## config.mk

```make
export PLATFORM = sky130hd
export DESIGN_NAME = core_heartbeat_monitor_top_flat
export DESIGN_NICKNAME = d
export VERILOG_FILES = /design/src/hdl/chm_pkg.sv /design/src/hdl/chm_if.sv /design/src/hdl/chm_engine.sv /design/src/hdl/core_heartbeat_monitor_top.sv /design/src/flat_wrapper.sv
export SDC_FILE = /design/constraint.sdc
export NUM_CORES = 1
export LEC_CHECK = 0
export BUFFER_PORTS_ARGS = -buffer_cell sky130_fd_sc_hd__buf_2
export CORE_MARGIN = 3
export CORE_UTILIZATION = 35
export CTS_CLUSTER_DIAMETER = 60
export DETAILED_ROUTE_END_ITERATION = 6
export MAX_ROUTING_LAYER = met4
export PLACE_DENSITY = 0.56
export SLEW_MARGIN = 20
export SYNTH_ARGS = -nofsm -noshare
export SYNTH_HDL_FRONTEND = slang
export SYNTH_SLANG_ARGS = --single-unit
```

## constraint.sdc

```tcl
create_clock -name clk -period 33 [get_ports clk]
set_input_delay 6.6 -clock clk [delete_from_list [all_inputs] [get_ports clk]]
set_output_delay 6.6 -clock clk [all_outputs]
set_load 0.005 [all_outputs]
```

## src/hdl/chm_pkg.sv

```systemverilog
// ----------------------------------------------------------------------------
// Core heartbeat monitor package
// Types, codes and reset values shared by the heartbeat monitor modules.
// ----------------------------------------------------------------------------
package chm_pkg;

	localparam int unsigned TIMEOUT_W = 16;
	localparam int unsigned WAIT_W    = 16;
	localparam int unsigned TRIES_W   = 4;
	localparam int unsigned WINDOW_W  = WAIT_W + TRIES_W;
	localparam int unsigned TIME_W    = 32;
	localparam int unsigned ID_W      = 3;
	localparam int unsigned CFG_IDX_W = 8;
	localparam int unsigned CFG_DAT_W = 16;

	localparam logic [TIMEOUT_W-1:0] TIMEOUT_RST = TIMEOUT_W'(6000);
	localparam logic [WAIT_W-1:0]    WAIT_RST    = WAIT_W'(2000);
	localparam logic [TRIES_W-1:0]   TRIES_RST   = TRIES_W'(5);

	typedef enum logic [2:0] {
		ACT_TICK    = 3'd0,
		ACT_RESET   = 3'd1,
		ACT_BEAT    = 3'd2,
		ACT_PWRUP   = 3'd3,
		ACT_DUMP    = 3'd4,
		ACT_LVEXIT  = 3'd5,
		ACT_QUERY   = 3'd6
	} chm_action_t;

	typedef enum logic [1:0] {
		LINK_OFF      = 2'd0,
		LINK_STARTING = 2'd1,
		LINK_ON       = 2'd2
	} chm_link_t;

	typedef enum logic [CFG_IDX_W-1:0] {
		CFG_TIMEOUT    = 8'd0,
		CFG_START_WAIT = 8'd1,
		CFG_START_TRY  = 8'd2,
		CFG_BEAT_START = 8'd3
	} chm_cfg_idx_t;

	typedef struct packed {
		logic [2:0]        action;
		logic [ID_W-1:0]   cpu_id;
		logic              flag;
		logic [TIME_W-1:0] now_ms;
		logic              sleep_seen;
	} chm_item_t;

	typedef struct packed {
		logic [1:0] link_state_out;
		logic       timed_out_out;
		logic       id_rejected;
		logic       is_on;
		logic       is_off;
		logic       clear_sleep;
	} chm_result_t;

	typedef struct packed {
		logic [TIMEOUT_W-1:0] timeout_ms;
		logic [WINDOW_W-1:0]  window_ms;
		logic                 beat_completes_start;
	} chm_cfg_t;

endpackage

```

## src/hdl/chm_if.sv

```systemverilog
// ----------------------------------------------------------------------------
// Core heartbeat monitor channels
// Event, result and configuration channels with valid/ready handshakes.
// ----------------------------------------------------------------------------
interface chm_evt_if;
	logic                             valid;
	logic                             ready;
	logic [2:0]                       action;
	logic [chm_pkg::ID_W-1:0]         cpu_id;
	logic                             flag;
	logic [chm_pkg::TIME_W-1:0]       now_ms;
	logic                             sleep_seen;

	modport source (output valid, action, cpu_id, flag, now_ms, sleep_seen, input ready);
	modport sink (input valid, action, cpu_id, flag, now_ms, sleep_seen, output ready);
endinterface

interface chm_res_if;
	logic       valid;
	logic       ready;
	logic [1:0] link_state_out;
	logic       timed_out_out;
	logic       id_rejected;
	logic       is_on;
	logic       is_off;
	logic       clear_sleep;

	modport source (output valid, link_state_out, timed_out_out, id_rejected, is_on, is_off,
		clear_sleep, input ready);
	modport sink (input valid, link_state_out, timed_out_out, id_rejected, is_on, is_off,
		clear_sleep, output ready);
endinterface

interface chm_cfg_if;
	logic                            valid;
	logic                            ready;
	logic [chm_pkg::CFG_IDX_W-1:0]   index;
	logic [chm_pkg::CFG_DAT_W-1:0]   data;

	modport source (output valid, index, data, input ready);
	modport sink (input valid, index, data, output ready);
endinterface

```

## src/hdl/chm_engine.sv

```systemverilog
// ----------------------------------------------------------------------------
// Core heartbeat monitor engine
// Holds the supervision state and applies one event item per step.
// ----------------------------------------------------------------------------
module chm_engine (
	input  logic                clk,
	input  logic                arst_n,
	input  logic                step,
	input  chm_pkg::chm_item_t  item,
	input  chm_pkg::chm_cfg_t   cfg,
	output chm_pkg::chm_result_t result
);

	chm_pkg::chm_link_t                link_q;
	logic [chm_pkg::ID_W-1:0]          bound_id_q;
	logic                              id_bound_q;
	logic [chm_pkg::TIME_W-1:0]        last_beat_q;
	logic [chm_pkg::TIME_W-1:0]        last_event_q;
	logic                              dump_q;
	logic                              lv_exit_q;
	logic                              pending_q;
	logic [chm_pkg::TIME_W-1:0]        start_begin_q;
	logic                              timed_out_q;

	chm_pkg::chm_link_t                link_d;
	logic [chm_pkg::ID_W-1:0]          bound_id_d;
	logic                              id_bound_d;
	logic [chm_pkg::TIME_W-1:0]        last_beat_d;
	logic [chm_pkg::TIME_W-1:0]        last_event_d;
	logic                              dump_d;
	logic                              lv_exit_d;
	logic                              pending_d;
	logic [chm_pkg::TIME_W-1:0]        start_begin_d;
	logic                              timed_out_d;
	logic                              rejected;
	logic                              clear_d;
	logic                              id_ok;
	logic                              do_try;
	logic                              do_check;
	logic                              mine;
	logic [chm_pkg::TIME_W-1:0]        now;
	logic [chm_pkg::TIME_W-1:0]        window_ext;
	logic [chm_pkg::TIME_W-1:0]        timeout_ext;

	assign now         = item.now_ms;
	assign window_ext  = chm_pkg::TIME_W'(cfg.window_ms);
	assign timeout_ext = chm_pkg::TIME_W'(cfg.timeout_ms);

	always_comb begin
		link_d        = link_q;
		bound_id_d    = bound_id_q;
		id_bound_d    = id_bound_q;
		last_beat_d   = last_beat_q;
		last_event_d  = last_event_q;
		dump_d        = dump_q;
		lv_exit_d     = lv_exit_q;
		pending_d     = pending_q;
		start_begin_d = start_begin_q;
		timed_out_d   = timed_out_q;
		rejected      = 1'b0;
		clear_d       = 1'b0;
		do_try        = 1'b0;
		do_check      = 1'b0;

		// Events that carry an id bind the first one seen.
		id_ok = !id_bound_q || (bound_id_q == item.cpu_id);
		case (chm_pkg::chm_action_t'(item.action))
			chm_pkg::ACT_RESET, chm_pkg::ACT_BEAT, chm_pkg::ACT_PWRUP,
			chm_pkg::ACT_DUMP: begin
				if (!id_bound_q) begin
					id_bound_d = 1'b1;
					bound_id_d = item.cpu_id;
				end
				rejected = !id_ok;
			end
			default: begin
			end
		endcase

		case (chm_pkg::chm_action_t'(item.action))
			chm_pkg::ACT_TICK: begin
				if (pending_q) begin
					if ((now - start_begin_q) >= window_ext) begin
						pending_d    = 1'b0;
						last_event_d = now;
					end
				end else if (link_q != chm_pkg::LINK_OFF &&
						(now - last_event_q) >= timeout_ext) begin
					do_check     = 1'b1;
					last_event_d = now;
				end
			end
			chm_pkg::ACT_RESET: begin
				if (id_ok) begin
					last_event_d = now;
					if (item.flag) begin
						if (link_q != chm_pkg::LINK_ON) begin
							link_d        = chm_pkg::LINK_STARTING;
							pending_d     = 1'b1;
							start_begin_d = now;
							last_beat_d   = now;
						end
					end else begin
						link_d    = chm_pkg::LINK_OFF;
						pending_d = 1'b0;
					end
				end
			end
			chm_pkg::ACT_BEAT: begin
				if (id_ok) begin
					last_event_d = now;
					do_try       = cfg.beat_completes_start;
					do_check     = 1'b1;
				end
			end
			chm_pkg::ACT_PWRUP: begin
				if (id_ok) begin
					last_event_d = now;
					if (link_q == chm_pkg::LINK_OFF) begin
						link_d        = chm_pkg::LINK_STARTING;
						pending_d     = 1'b1;
						start_begin_d = now;
						last_beat_d   = now;
					end
					do_try = 1'b1;
				end
			end
			chm_pkg::ACT_DUMP: begin
				if (id_ok) begin
					dump_d = item.flag;
				end
			end
			chm_pkg::ACT_LVEXIT: begin
				last_beat_d = now;
				lv_exit_d   = 1'b1;
			end
			default: begin
			end
		endcase

		// A power-up or enabled beat inside the start window completes the start.
		if (do_try && link_d == chm_pkg::LINK_STARTING && pending_d &&
				(now - start_begin_d) < window_ext) begin
			link_d      = chm_pkg::LINK_ON;
			pending_d   = 1'b0;
			last_beat_d = now;
		end

		// The heartbeat check: every case but a timeout refreshes the beat time.
		if (do_check && link_d != chm_pkg::LINK_OFF) begin
			if (link_d == chm_pkg::LINK_STARTING || dump_d) begin
				last_beat_d = now;
			end else if ((now - last_beat_d) < timeout_ext) begin
				last_beat_d = now;
			end else if (item.sleep_seen) begin
				last_beat_d = now;
				clear_d     = 1'b1;
			end else if (lv_exit_d) begin
				last_beat_d = now;
				lv_exit_d   = 1'b0;
			end else begin
				timed_out_d = 1'b1;
			end
		end

		mine = id_bound_d && (bound_id_d == item.cpu_id);
		result.link_state_out = link_d;
		result.timed_out_out  = timed_out_d;
		result.id_rejected    = rejected;
		result.is_on          = mine && link_d == chm_pkg::LINK_ON;
		result.is_off         = !mine || link_d == chm_pkg::LINK_OFF;
		result.clear_sleep    = clear_d;
	end

	always_ff @(posedge clk or negedge arst_n) begin
		if (!arst_n) begin
			link_q        <= chm_pkg::LINK_OFF;
			bound_id_q    <= '0;
			id_bound_q    <= 1'b0;
			last_beat_q   <= '0;
			last_event_q  <= '0;
			dump_q        <= 1'b0;
			lv_exit_q     <= 1'b0;
			pending_q     <= 1'b0;
			start_begin_q <= '0;
			timed_out_q   <= 1'b0;
		end else if (step) begin
			link_q        <= link_d;
			bound_id_q    <= bound_id_d;
			id_bound_q    <= id_bound_d;
			last_beat_q   <= last_beat_d;
			last_event_q  <= last_event_d;
			dump_q        <= dump_d;
			lv_exit_q     <= lv_exit_d;
			pending_q     <= pending_d;
			start_begin_q <= start_begin_d;
			timed_out_q   <= timed_out_d;
		end
	end

	// The timeout is fatal and never clears until reset.
	a_timeout_sticky: assert property (@(posedge clk) disable iff (!arst_n)
		timed_out_q |=> timed_out_q)
		else $error("heartbeat timeout cleared");

	// Once bound, the id never changes.
	a_id_held: assert property (@(posedge clk) disable iff (!arst_n)
		id_bound_q |=> id_bound_q && $stable(bound_id_q))
		else $error("bound core id changed");

	// An open start window only exists while the link is starting.
	a_pending_starting: assert property (@(posedge clk) disable iff (!arst_n)
		pending_q |-> link_q == chm_pkg::LINK_STARTING)
		else $error("start pending outside starting state");

	// A rejected event leaves the link untouched.
	a_reject_no_change: assert property (@(posedge clk) disable iff (!arst_n)
		step && rejected |=> link_q == $past(link_q) && pending_q == $past(pending_q))
		else $error("rejected event changed the link");

	// A sleep clear request only comes from a check on a live link.
	a_clear_on: assert property (@(posedge clk) disable iff (!arst_n)
		step && clear_d |-> link_d == chm_pkg::LINK_ON)
		else $error("sleep clear outside on state");

endmodule

```

## src/hdl/core_heartbeat_monitor_top.sv

```systemverilog
// ----------------------------------------------------------------------------
// Core heartbeat monitor
// Supervises one secondary core from reset, power-up and heartbeat events.
// ----------------------------------------------------------------------------
// Usage:
//   Event items enter on evt; each gives exactly one result item on res.
//   An item is taken into an input register and, once the output register
//   is free or being read, applied to the supervision state at the edge
//   where its result is loaded into the output register, which drives res.
//   One item is accepted every cycle unless res stalls: the state update is
//   a single pass of compares and 32-bit subtractions, so the next item sees
//   it directly. When res is stalled the output register holds, the input
//   register still takes one more item, and evt.ready then falls until res
//   drains. cfg writes are always taken and apply to the next item that is
//   processed; the start window is the product of tries and wait time.
//   Writes must be made while the block is idle; it does not enforce this.
//   Reset (arst_n low) returns the link to off with no id bound, clears the
//   timeout and loads the register defaults 6000, 2000, 5 and 0.
// ----------------------------------------------------------------------------
module core_heartbeat_monitor_top (
	input  logic        clk,
	input  logic        arst_n,
	chm_evt_if.sink     evt,
	chm_res_if.source   res,
	chm_cfg_if.sink     cfg
);

	logic                              s1_valid_q;
	chm_pkg::chm_item_t                item_s1;
	logic                              res_valid_q;
	chm_pkg::chm_result_t              res_q;
	chm_pkg::chm_result_t              result;
	logic                              advance;
	logic [chm_pkg::TIMEOUT_W-1:0]     timeout_q;
	logic [chm_pkg::WAIT_W-1:0]        wait_q;
	logic [chm_pkg::TRIES_W-1:0]       tries_q;
	logic                              beat_start_q;
	chm_pkg::chm_cfg_t                 cfg_bus;

	assign advance   = s1_valid_q && (!res_valid_q || res.ready);
	assign evt.ready = !s1_valid_q || advance;
	assign cfg.ready = 1'b1;

	always_ff @(posedge clk or negedge arst_n) begin
		if (!arst_n) begin
			s1_valid_q <= 1'b0;
		end else if (evt.ready) begin
			s1_valid_q <= evt.valid;
		end
	end

	always_ff @(posedge clk) begin
		if (evt.ready && evt.valid) begin
			item_s1.action     <= evt.action;
			item_s1.cpu_id     <= evt.cpu_id;
			item_s1.flag       <= evt.flag;
			item_s1.now_ms     <= evt.now_ms;
			item_s1.sleep_seen <= evt.sleep_seen;
		end
	end

	always_ff @(posedge clk or negedge arst_n) begin
		if (!arst_n) begin
			timeout_q    <= chm_pkg::TIMEOUT_RST;
			wait_q       <= chm_pkg::WAIT_RST;
			tries_q      <= chm_pkg::TRIES_RST;
			beat_start_q <= 1'b0;
		end else begin
			if (cfg.valid) begin
				case (chm_pkg::chm_cfg_idx_t'(cfg.index))
					chm_pkg::CFG_TIMEOUT:    timeout_q    <= cfg.data[chm_pkg::TIMEOUT_W-1:0];
					chm_pkg::CFG_START_WAIT: wait_q       <= cfg.data[chm_pkg::WAIT_W-1:0];
					chm_pkg::CFG_START_TRY:  tries_q      <= cfg.data[chm_pkg::TRIES_W-1:0];
					chm_pkg::CFG_BEAT_START: beat_start_q <= cfg.data[0];
					default: begin
					end
				endcase
			end
		end
	end

	assign cfg_bus.timeout_ms           = timeout_q;
	assign cfg_bus.window_ms            = chm_pkg::WINDOW_W'(tries_q) *
		chm_pkg::WINDOW_W'(wait_q);
	assign cfg_bus.beat_completes_start = beat_start_q;

	chm_engine u_engine (
		.clk    (clk),
		.arst_n (arst_n),
		.step   (advance),
		.item   (item_s1),
		.cfg    (cfg_bus),
		.result (result)
	);

	always_ff @(posedge clk or negedge arst_n) begin
		if (!arst_n) begin
			res_valid_q <= 1'b0;
		end else if (!res_valid_q || res.ready) begin
			res_valid_q <= s1_valid_q;
		end
	end

	always_ff @(posedge clk) begin
		if (advance) begin
			res_q <= result;
		end
	end

	assign res.valid          = res_valid_q;
	assign res.link_state_out = res_q.link_state_out;
	assign res.timed_out_out  = res_q.timed_out_out;
	assign res.id_rejected    = res_q.id_rejected;
	assign res.is_on          = res_q.is_on;
	assign res.is_off         = res_q.is_off;
	assign res.clear_sleep    = res_q.clear_sleep;

endmodule
```

## src/flat_wrapper.sv

```systemverilog
// flat-port wrapper written by rule: the top's interface ports become plain ports
module core_heartbeat_monitor_top_flat 
  (clk, arst_n, evt_valid, evt_action, evt_cpu_id, evt_flag, evt_now_ms, evt_sleep_seen, evt_ready, res_valid, res_link_state_out, res_timed_out_out, res_id_rejected, res_is_on, res_is_off, res_clear_sleep, res_ready, cfg_valid, cfg_index, cfg_data, cfg_ready);
  chm_evt_if evt_i ();
  chm_res_if res_i ();
  chm_cfg_if cfg_i ();
  input  logic clk;
  input  logic arst_n;
  input wire logic [$bits(evt_i.valid)-1:0] evt_valid;
  input wire logic [$bits(evt_i.action)-1:0] evt_action;
  input wire logic [$bits(evt_i.cpu_id)-1:0] evt_cpu_id;
  input wire logic [$bits(evt_i.flag)-1:0] evt_flag;
  input wire logic [$bits(evt_i.now_ms)-1:0] evt_now_ms;
  input wire logic [$bits(evt_i.sleep_seen)-1:0] evt_sleep_seen;
  output wire logic [$bits(evt_i.ready)-1:0] evt_ready;
  output wire logic [$bits(res_i.valid)-1:0] res_valid;
  output wire logic [$bits(res_i.link_state_out)-1:0] res_link_state_out;
  output wire logic [$bits(res_i.timed_out_out)-1:0] res_timed_out_out;
  output wire logic [$bits(res_i.id_rejected)-1:0] res_id_rejected;
  output wire logic [$bits(res_i.is_on)-1:0] res_is_on;
  output wire logic [$bits(res_i.is_off)-1:0] res_is_off;
  output wire logic [$bits(res_i.clear_sleep)-1:0] res_clear_sleep;
  input wire logic [$bits(res_i.ready)-1:0] res_ready;
  input wire logic [$bits(cfg_i.valid)-1:0] cfg_valid;
  input wire logic [$bits(cfg_i.index)-1:0] cfg_index;
  input wire logic [$bits(cfg_i.data)-1:0] cfg_data;
  output wire logic [$bits(cfg_i.ready)-1:0] cfg_ready;
  assign evt_i.valid = evt_valid;
  assign evt_i.action = evt_action;
  assign evt_i.cpu_id = evt_cpu_id;
  assign evt_i.flag = evt_flag;
  assign evt_i.now_ms = evt_now_ms;
  assign evt_i.sleep_seen = evt_sleep_seen;
  assign evt_ready = evt_i.ready;
  assign res_valid = res_i.valid;
  assign res_link_state_out = res_i.link_state_out;
  assign res_timed_out_out = res_i.timed_out_out;
  assign res_id_rejected = res_i.id_rejected;
  assign res_is_on = res_i.is_on;
  assign res_is_off = res_i.is_off;
  assign res_clear_sleep = res_i.clear_sleep;
  assign res_i.ready = res_ready;
  assign cfg_i.valid = cfg_valid;
  assign cfg_i.index = cfg_index;
  assign cfg_i.data = cfg_data;
  assign cfg_ready = cfg_i.ready;
  core_heartbeat_monitor_top u_core (.clk(clk), .arst_n(arst_n), .evt(evt_i), .res(res_i), .cfg(cfg_i));
endmodule
```

==> impl_metrics.ini <==
[placed_design]
hpwl_um = 51300
place_worst_setup_slack_ns = 17.43
io_buffers = 77
place_congestion = 0.972
dp_cells = 3239

[timing]
fmax_ghz = 0.0634
setup_violations = 0
finalSetupTns_ns = 0
maxSlewViolCount = 0
fin_crit_ns = 15.77
fin_crit_sh_pct = 47.8
rsz0062_at_grt = false
hold_viol = 0
final.setup.worst_slack_ns = 17.23
whs_ns = 0.480
clock_skew_ns = 0.0183
tightest_slew_ns = 1.07
slew_headroom_pct = 29.0

[global_route]
grt-ovfl-total = 0
antenna_found_initial = 1
grt_pass1_vias = 18600
grt_max_degree = 107
grt_pass1_wl_um = 104000
grt_usage_pct = 22.7

[clock_network]
ctsHoldBuffers = 0
tritoncts = done
cts_resized = 0
htreeDepth = 4
clock-sinks = 192
root_buffer = clkbuf_16
cts_buffers = 17
cts.path.max_buffers = 2
post_cts_buffers = 0
clk_pin_slew_ns = 0.09
clk_latency_ns = 0.51

[pwr]
power_frac_comb_pct = 65.4
peakVddDrop_v = 0.0000483
p_switching_uw = 827
switching_share_pct = 49.3
power.share.clock_pct = 14.1
sequentialPowerShare_pct = 20.6
p_leak_uw = 0.00966
power.density_mw_per_mm2 = 75.8
p_int_uw = 851

[floorplan]
core_sq_mm = 0.0569
die_w_um = 247
dieArea_sq_mm = 0.0610
start_util_pct = 35.7
num_rows = 87
num_io_pins = 79
die_h_um = 247

[setup_path]
reg2reg_depth = 61
cp_slowest_cell = dfstp_2
cp_data_arrival_time_ns = 16.14
r2r-start = u_core.tries_q[2]
cpMostUsedCell = a21oi_1
cp_max_fo = 22
crit_path_max_incr_delay_ns = 0.68
worstSetupEndpointType = flop
regToRegSetupSlack_ns = 17.23
cp-start-kind = flop
crit_required_ns = 33.37
crit_type = flop to flop
regToRegEndpoint = u_core.u_engine.last_beat_q[31]

[synthesis]
synth-edff-count = 47
avgSynthCellArea_sq_um = 8.18
synth.distinct_cells = 93
netlist_area_sq_mm = 0.0203
async_flop_share_pct = 75.5
synth_nets = 2801
syn_inst = 2487
synth-seq-cells = 192
synth_flop_cell = dfrtp_1
ys_seq_area_share_pct = 24.9
ys_warn_count = 0

[routing]
drc = 0
vias = 19000
postRouteAntennaNets = 0
routed_wl_um = 67100
wl_per_cell_um = 20.5
drt_iter0_drc = 1416
vias_per_cell = 5.81
firstDrtPassIters = 6

[worst_hold_path]
hold_path_class = flop to flop
whs_path_depth = 2
min_to = u_core.u_engine.start_begin_q[17]
hp-start = u_core.u_engine.start_begin_q[17]

[final_layout]
nNetsFinal = 2816
fin_cells = 3273
area_growth_pct = 8.81
layout-drive-gt1-share_pct = 9.58

[job]
drv_cap = 0

[status]
outcome = finished, final reports clean
[metal layers]
layer  up-vias  track usage (%)  wire length (um)
met5         -                -                 0
met1      9200             28.0             29300
met3       131             4.36              4250
li1       9115                -                 -
met4         0             8.84              2370
met2       585             36.5             31200
[sequential cells by signal, summed over array words and instances, names as in the netlist, 3 cells and up]
| name | flops |
|---|---|
| u_core.u_engine.start_begin_q | 32 |
| u_core.u_engine.bound_id_q | 3 |
| u_core.u_engine.last_event_q | 32 |
| u_core.tries_q | 4 |
| u_core.timeout_q | 16 |
| u_core.wait_q | 16 |
| u_core.u_engine.last_beat_q | 32 |
| u_core.item_s1 | 40 |
[kinds of logic after synthesis]
logic type                 synth area share, %
muxes                                     4.18
xor gates and xnor gates                  4.31
DFF                                       24.9
other                                   0.0184
adders and majority gates                 16.3
buffers and inverters                     6.07
AOI/OAI and AO/OA                         26.0
and+or+nand+nor                           18.2
[critical path: cells and delay by family (launching register included)]
kind	cells	cell delay (ns)
compound gates	34	7.64
simple gates	16	3.95
fa+ha+maj	7	2.51
flops	1	0.68
buf+inv	2	0.48
xor+xnor	2	0.33
[worst max path at each step]
stage                            startpoint                         endpoint  slack, ns  cells after the start
final                     u_core.tries_q[2]  u_core.u_engine.last_beat_q[31]      17.23                     61
after global routing      u_core.tries_q[2]   u_core.u_engine.last_beat_q[2]      16.05                     60
after CTS                 u_core.tries_q[2]  u_core.u_engine.last_beat_q[31]      17.29                     60
after detailed placement  u_core.tries_q[2]   u_core.u_engine.last_beat_q[0]      17.43                     60
after global placement    u_core.tries_q[2]   u_core.u_engine.last_beat_q[8]      18.00                     60
after floorplan           u_core.tries_q[2]   u_core.u_engine.last_beat_q[0]      19.41                     65
[final cells by class]
type	count	area, sq um
diodes	2	5.00
clock buffers	17	425
clock inverters	15	229
fillers	5812	34800
inverters	204	766
multi-input cells	1978	14100
flip-flops and latches	192	5060
well taps	756	946
repair buffers	109	632
[power by group through the flow]
stage | registers, uW | logic, uW | clock network [uW]
after floorplan | 334 | 822 | 0
after CTS | 345 | 1080 | 244
final | 345 | 1100 | 236
after detailed placement | 350 | 1080 | 0
after global routing | 353 | 1220 | 252
after global placement | 347 | 1060 | 0
[synthesized netlist by cell type (18+ instances only)]
master     number  area [sq um]
o21a_1         26           195
dfrtp_1       130          3250
mux2_2         55           619
nor2b_1        31           194
o21ai_0       158           791
nor3_1         39           195
mux2i_1        22           220
ha_1          213          2670
nand4_1        36           225
and3_1         37           231
nand2b_1       33           206
o211ai_1       53           398
edfxtp_1       47          1410
a21o_1         68           510
a211oi_1       21           158
xnor2_1        65           569
xor2_1         35           307
nor2_1        146           548
a21boi_0       32           240
clkbuf_1       85           319
and2_1         65           407
buf_2          18          90.1
nand2_1       257           965
fa_1           32           641
o2111ai_1      42           368
a21oi_1       225          1130
inv_1         202           758
o21bai_1       20           150
nand3_1        34           170
a31oi_1        24           150
[through the flow]
stage | util, % | area [sq um] | power, uW
final | 38.9 | 22100 | 1680
after CTS | 38.9 | 22100 | 1670
after global routing | 38.9 | 22100 | 1830
after floorplan | - | 20300 | 1160
after global placement | 37.7 | 21500 | 1410
after detailed placement | 37.7 | 21500 | 1430
[layout by cell type, fill, tap and decap left out, types with 11 or more instances in the layout]
cell         n
nand4_1     36
o21a_1      26
a21oi_1    225
o21ai_0    158
and4_1      12
nor2b_1     31
o2111ai_1   42
fa_1        32
buf_4       32
nand2_1    256
o211ai_1    53
edfxtp_1    47
buf_2       76
a21boi_0    32
nor2_1     145
and3_1      37
dfstp_2     15
a21o_1      68
nor4_1      11
nand2b_1    33
inv_1      201
clkbuf_16   17
a31oi_1     24
mux2i_1     22
xnor2_1     65
and2_1      64
o21bai_1    20
nand3_1     34
dfrtp_1    130
o22ai_1     14
xor2_1      35
ha_1       213
a211oi_1    21
nor3_1      38
mux2_2      55
No activity file was read; power rests on OpenSTA's default activity.
